## config.mk

```make
export PLATFORM = sky130hd
export DESIGN_NAME = agst_ctrl
export DESIGN_NICKNAME = d
export VERILOG_FILES = /design/src/design/agst_pkg.sv /design/src/design/agst_ctrl.sv
export SDC_FILE = /design/constraint.sdc
export NUM_CORES = 1
export LEC_CHECK = 0
export BUFFER_PORTS_ARGS = -buffer_cell sky130_fd_sc_hd__buf_2
export CORE_UTILIZATION = 54
export CTS_BUF_LIST = sky130_fd_sc_hd__clkbuf_2
export CTS_CLUSTER_SIZE = 30
export DETAILED_ROUTE_END_ITERATION = 10
export GPL_TIMING_DRIVEN = 0
export PLACE_DENSITY = 0.81
export SYNTH_ARGS = -nofsm -noshare
export SYNTH_HDL_FRONTEND = slang
export SYNTH_SLANG_ARGS = --single-unit
```

## constraint.sdc

```tcl
create_clock -name clock -period 2 [get_ports clock]
set_input_delay 0.2 -clock clock [delete_from_list [all_inputs] [get_ports clock]]
set_output_delay 0.2 -clock clock [all_outputs]
set_load 0.005 [all_outputs]
```

## src/design/agst_pkg.sv

```systemverilog
// Package for the adjacency matrix graph store.
// Holds opcode and status codes and the controller/datapath handshake structs.
// No dependencies.
package agst_pkg;

   // Fixed widths of the request and response fields.
   localparam int unsigned OP_W       = 3;
   localparam int unsigned STATUS_W   = 3;
   localparam int unsigned FIELD_ID_W = 32;
   localparam int unsigned DEG_OUT_W  = 6;

   // Command codes carried by a request.
   typedef enum logic [OP_W-1:0] {
      OP_INS_VERTEX = 3'd0,
      OP_INS_EDGE   = 3'd1,
      OP_ERASE_EDGE = 3'd2,
      OP_DEGREE     = 3'd3,
      OP_MIN_DEGREE = 3'd4
   } op_type;

   // Status codes carried by a response.
   typedef enum logic [STATUS_W-1:0] {
      ST_OK        = 3'd0,
      ST_EXISTS    = 3'd1,
      ST_ABSENT    = 3'd2,
      ST_NOT_FOUND = 3'd3,
      ST_FULL      = 3'd4
   } status_type;

   // Commands from the controller to the datapath.
   typedef struct packed {
      logic load;
      logic scan_rd;
      logic decide;
      logic row_rd_u;
      logic check_u;
      logic row_rd_v;
      logic mod_v;
      logic rsp_load;
   } dp_cmd_type;

   // Status from the datapath to the controller.
   typedef struct packed {
      logic op_valid;
      logic count_zero;
      logic scan_last;
      logic edge_go;
      logic edge_ok;
   } dp_stat_type;

endpackage

```

## src/design/agst_ctrl.sv

```systemverilog
// Controller state machine of the graph store.
// Depends on agst_pkg; drives the datapath through dp_cmd_type.
module agst_ctrl import agst_pkg::*; (
   input  logic        clock,
   input  logic        reset,
   input  logic        req_valid,
   output logic        req_ready,
   output logic        rsp_valid,
   input  logic        rsp_ready,
   output dp_cmd_type  cmd,
   input  dp_stat_type stat
);

   typedef enum logic [9:0] {
      S_IDLE   = 10'b00_0000_0001,
      S_FIRST  = 10'b00_0000_0010,
      S_SCAN   = 10'b00_0000_0100,
      S_DRAIN  = 10'b00_0000_1000,
      S_DECIDE = 10'b00_0001_0000,
      S_READ_U = 10'b00_0010_0000,
      S_CHK_U  = 10'b00_0100_0000,
      S_READ_V = 10'b00_1000_0000,
      S_MOD_V  = 10'b01_0000_0000,
      S_RESP   = 10'b10_0000_0000
   } state_type;

   state_type state_ff, state_in;
   logic      rsp_valid_ff, rsp_valid_in;

   assign req_ready = (state_ff == S_IDLE);
   assign rsp_valid = rsp_valid_ff;

   // Next state and datapath commands.
   always_comb begin
      state_in     = state_ff;
      cmd          = '0;
      rsp_valid_in = rsp_valid_ff && !rsp_ready;
      unique case (state_ff)
         S_IDLE: begin
            if (req_valid) begin
               cmd.load = 1'b1;
               state_in = S_FIRST;
            end
         end
         S_FIRST: begin
            if (!stat.op_valid) begin
               state_in = S_RESP;
            end else if (stat.count_zero) begin
               state_in = S_DECIDE;
            end else begin
               state_in = S_SCAN;
            end
         end
         S_SCAN: begin
            cmd.scan_rd = 1'b1;
            if (stat.scan_last) begin
               state_in = S_DRAIN;
            end
         end
         S_DRAIN: begin
            state_in = S_DECIDE;
         end
         S_DECIDE: begin
            cmd.decide = 1'b1;
            state_in   = stat.edge_go ? S_READ_U : S_RESP;
         end
         S_READ_U: begin
            cmd.row_rd_u = 1'b1;
            state_in     = S_CHK_U;
         end
         S_CHK_U: begin
            cmd.check_u = 1'b1;
            state_in    = stat.edge_ok ? S_READ_V : S_RESP;
         end
         S_READ_V: begin
            cmd.row_rd_v = 1'b1;
            state_in     = S_MOD_V;
         end
         S_MOD_V: begin
            cmd.mod_v = 1'b1;
            state_in  = S_RESP;
         end
         S_RESP: begin
            // Load the output register once the previous response is gone.
            if (!rsp_valid_ff || rsp_ready) begin
               cmd.rsp_load = 1'b1;
               rsp_valid_in = 1'b1;
               state_in     = S_IDLE;
            end
         end
         default: begin
            state_in = S_IDLE;
         end
      endcase
   end

   always_ff @(posedge clock) begin
      if (reset) begin
         state_ff     <= S_IDLE;
         rsp_valid_ff <= 1'b0;
      end else begin
         state_ff     <= state_in;
         rsp_valid_ff <= rsp_valid_in;
      end
   end

endmodule

```

==> metrics.md <==
| Metric | Value |
|---|---|
| Status | finished, final reports clean |
| # rows | 13 |
| IO Pins | 19 |
| Max_slew headroom | 68.6% |
| Global-route wire length before repair | 2290 um |
| Final WS setup | 0.0877 ns |
| Crit share post-route | 95.6% |
| Gate power share | 26.2% |
| Vias in the first global route | 533 |
| Pleak | 0.413 nW |
| Largest net degree at the start of global routing | 11 |
| Die Wd | 39.4 um |
| CP Launch Type | flip-flop |
| Detailed router's first-iteration violation count | 17 |
| Pre-antenna DRT Iters | 4 |
| Vias per Instance | 5.72 |
| # setup viols final | 0 |
| Layout cells sized above 1 | 33.6% |
| Clk Latency, worst-skew pair | 0.27 ns |
| Fillers | 118 |
| Critical setup path kind | reg2out |
| Fmax achieved | 523 MHz |
| Critical Path End Type | output pin |
| Post-Syn Area per Cell | 8.69 um2 |
| Clk network pwr share | 25.6% |
| CP Data Required Time | 1.80 ns |
| Distinct cells, synth | 34 |
| Final instance area | 917 um2 |
| CP arrival | 1.71 ns |
| R2R setup slack | 0.34 ns |
| P_sw | 0.168 mW |
| Nets | 123 |
| CTS sink count | 11 |
| Hold path endpoint | state_ff[2] |
| Clock skew | 0.00284 ns |
| Port Buf Inserts | 18 |
| Critical path buffers and inverters | 2 |
| Crit-path max FO | 5 |
| Area of the multi-input gates | 459 um2 |
| H-tree Lvls | 1 |
| Core footprint | 1300 um2 |
| Worst slack at placement | 0.332 ns |
| CP max stage delay | 0.43 ns |
| Critical path cell sequence | nor4_4 > buf_4 > and4b_1 > and2_1 > buf_2 |
| Mapped cell area | 756 um2 |
| Clock period minus worst slack | 1.91 ns |
| Initial Util | 58.1% |
| Antenna cell count | 0 |
| Top delay family on crit path | simple AND/OR/NAND/NOR gates |
| Root Buffer | clkbuf_2 |
| Sequential power share | 48.2% |
| Internal | 0.348 mW |
| Hold Startpoint | reset |
| Register Area | 220 um2 |
| CTS tree | yes |
| Max_cap viols | 0 |
| Flop and latch count out of synthesis | 11 |
| GPL Wtd Cong | 0.772 |
| RR Startpoint | state_ff[8] |
| Worst hold path cell count | 2 |
| CP max stage cell | nor4_4 |
| Final Core Density | 70.5% |
| Clock slew seen by the registers of the worst setup and hold paths | 0.11 ns |
| All-Layer GR Usage | 22.7% |
| Synthesis warning total | 0 |
| Routed vias | 732 |
| Total global routing overflow | 0 |
| Hold Slack | 0.156 ns |
| Syn_nets | 96 |
| Power density cells | 562 nW/um2 |
| Gate Count Post-Synth | 87 |
| Final WL | 1630 um |
| Initial antenna violation count | 0 |
| Slew Limit Fails | 0 |
| Post-DP HPWL | 1130 um |
| Max VDD drop | 406 uV |
| Die ar. | 1550 um2 |
| Hold/Removal Path Class | in2reg |
| Cell Area, Placed | 865 um2 |
| Post-route DRC | 0 |
| R2R Path End | state_ff[8] |
| Endpoints failing hold | 0 |
| Sequential share of the synthesized area | 29.1% |
| CTS Buf Count | 3 |
| Post-route antenna net violation count | 0 |
| Layout area overhead | 21.4% |
| Die Span Y | 39.4 um |
| Slew @ Worst Pin | 0.467 ns |
| CTS Buffer Depth | 2 |
| R2r worst-path depth | 7 |
| DR WL/cell | 12.7 um |
| Sw frac | 32.5% |
## worst max path at each step
| stage | from | slack (ns) | endpoint | depth (start not counted) |
|---|---|---|---|---|
| after floorplan | state_ff[7] | 0.50 | cmd[7] | 4 |
| after global placement | state_ff[7] | 0.35 | cmd[7] | 5 |
| after detailed placement | state_ff[7] | 0.33 | cmd[7] | 5 |
| after CTS | state_ff[5] | 0.005 | cmd[2] | 5 |
| after global routing | state_ff[4] | -0.007 | cmd[7] | 5 |
| final | state_ff[4] | 0.09 | cmd[7] | 5 |
## stage by stage
stage          instances  total power [mW]  setup TNS, ns
2_1_floorplan         87             0.337              0
3_3_place_gp         120             0.375              0
3_5_place_dp         120             0.378              0
4_1_cts              124             0.513              0
5_1_grt              128             0.549       -0.00710
6_report             128             0.516              0
## Yosys cell counts
library cell  number  share of area (%)
nand2b_1           5                4.1
nor2_1             7                3.5
and4b_1            2                2.6
a31oi_1            1               0.83
o21ai_0            5                3.3
or3b_2             1                1.2
nand2_1            1               0.50
o2111a_1           1                1.5
nor4_4             2                5.6
nand4_1            1               0.83
o21bai_1           1               0.99
nor4_1             2                1.7
nor3_1             1               0.66
dfxtp_1           11                 29
o21ai_2            1                1.2
o22a_1             2                2.3
o22ai_1            1               0.83
o211a_1            1                1.3
o2111ai_1          1                1.2
inv_1              8                4.0
nor2b_1            4                3.3
xor2_1             2                2.3
a32oi_1            1                1.2
buf_6              3                4.5
nor3b_1            4                4.0
nand2_2            1               0.83
a211oi_1           1               0.99
nand3_1            2                1.3
and2_1             2                1.7
nand3_2            1                1.3
a21oi_1            2                1.3
nand4b_1           3                3.5
buf_4              2                2.0
nor4b_1            4                4.6
## cells in the final DEF, fill, tap and decap left out, drive strengths merged
master / netlist / layout
and2: 2 / 2
o21bai: 1 / 1
nor2b: 4 / 4
nor4: 4 / 4
nand2b: 5 / 5
nor3: 1 / 1
a21oi: 2 / 2
clkbuf: 0 / 4
nand3: 3 / 3
xor2: 2 / 2
o22ai: 1 / 1
a32oi: 1 / 1
and4b: 2 / 2
nand4b: 3 / 3
dfxtp: 11 / 11
a211oi: 1 / 1
o22a: 2 / 2
nor4b: 4 / 4
o2111a: 1 / 1
o21ai: 6 / 6
a31oi: 1 / 1
o211a: 1 / 1
nor3b: 4 / 4
nand2: 2 / 2
o2111ai: 1 / 1
nor2: 7 / 7
buf: 5 / 27
or3b: 1 / 1
nand4: 1 / 1
inv: 8 / 8
## cells by family after synthesis
group	synth area share, %
AND/OR/NAND/NOR	41.2
buffers and inverters	10.4
XOR/XNOR	2.32
flip-flops	29.1
AO/OA/AOI/OAI	16.9
## routing by layer
| metal | GRT usage, % | up-vias | share of wire, % |
|---|---|---|---|
| met4 | 12.9 | 0 | 2.6 |
| met5 | 0 | - | 0 |
| met2 | 31.6 | 23 | 45 |
| met1 | 31.3 | 329 | 47 |
| met3 | 5.11 | 5 | 5.8 |
| li1 | - | 375 | - |
## registers in the layout, summed over array words and instances, names as in the netlist
| register | count |
|---|---|
| rsp_valid | 1 |
| state_ff | 10 |
## worst register-to-register path: stages (launching register included)
cell and delay, ns:
dfxtp_1 0.31, buf_4 0.16, nor4_4 0.31, buf_4 0.20, buf_4 0.12, a32oi_1 0.14, o21ai_2 0.25, nor4_1 0.07
## power by group through the flow
stage	clock network, mW	logic, mW	registers, mW
6_report	0.132	0.135	0.249
3_5_place_dp	0	0.126	0.252
4_1_cts	0.138	0.127	0.248
2_1_floorplan	0	0.0884	0.249
3_3_place_gp	0	0.123	0.252
5_1_grt	0.148	0.149	0.252
## layout make-up
type                    count  share of cell area (%)
plain buffers               5                    5.32
clock buffers               4                    2.18
inverters                   8                    3.27
multi-input cells          63                    50.1
flip-flops and latches     11                    24.0
well taps                  15                    2.05
repair buffers             22                    13.1
## repair_timing
action	4_1_cts	5_1_grt
setup endpoints to repair	0	4
setup buffers	0	4
resized for setup	0	1
hold buffers	0	0
No activity file was read; power rests on OpenSTA's default activity.
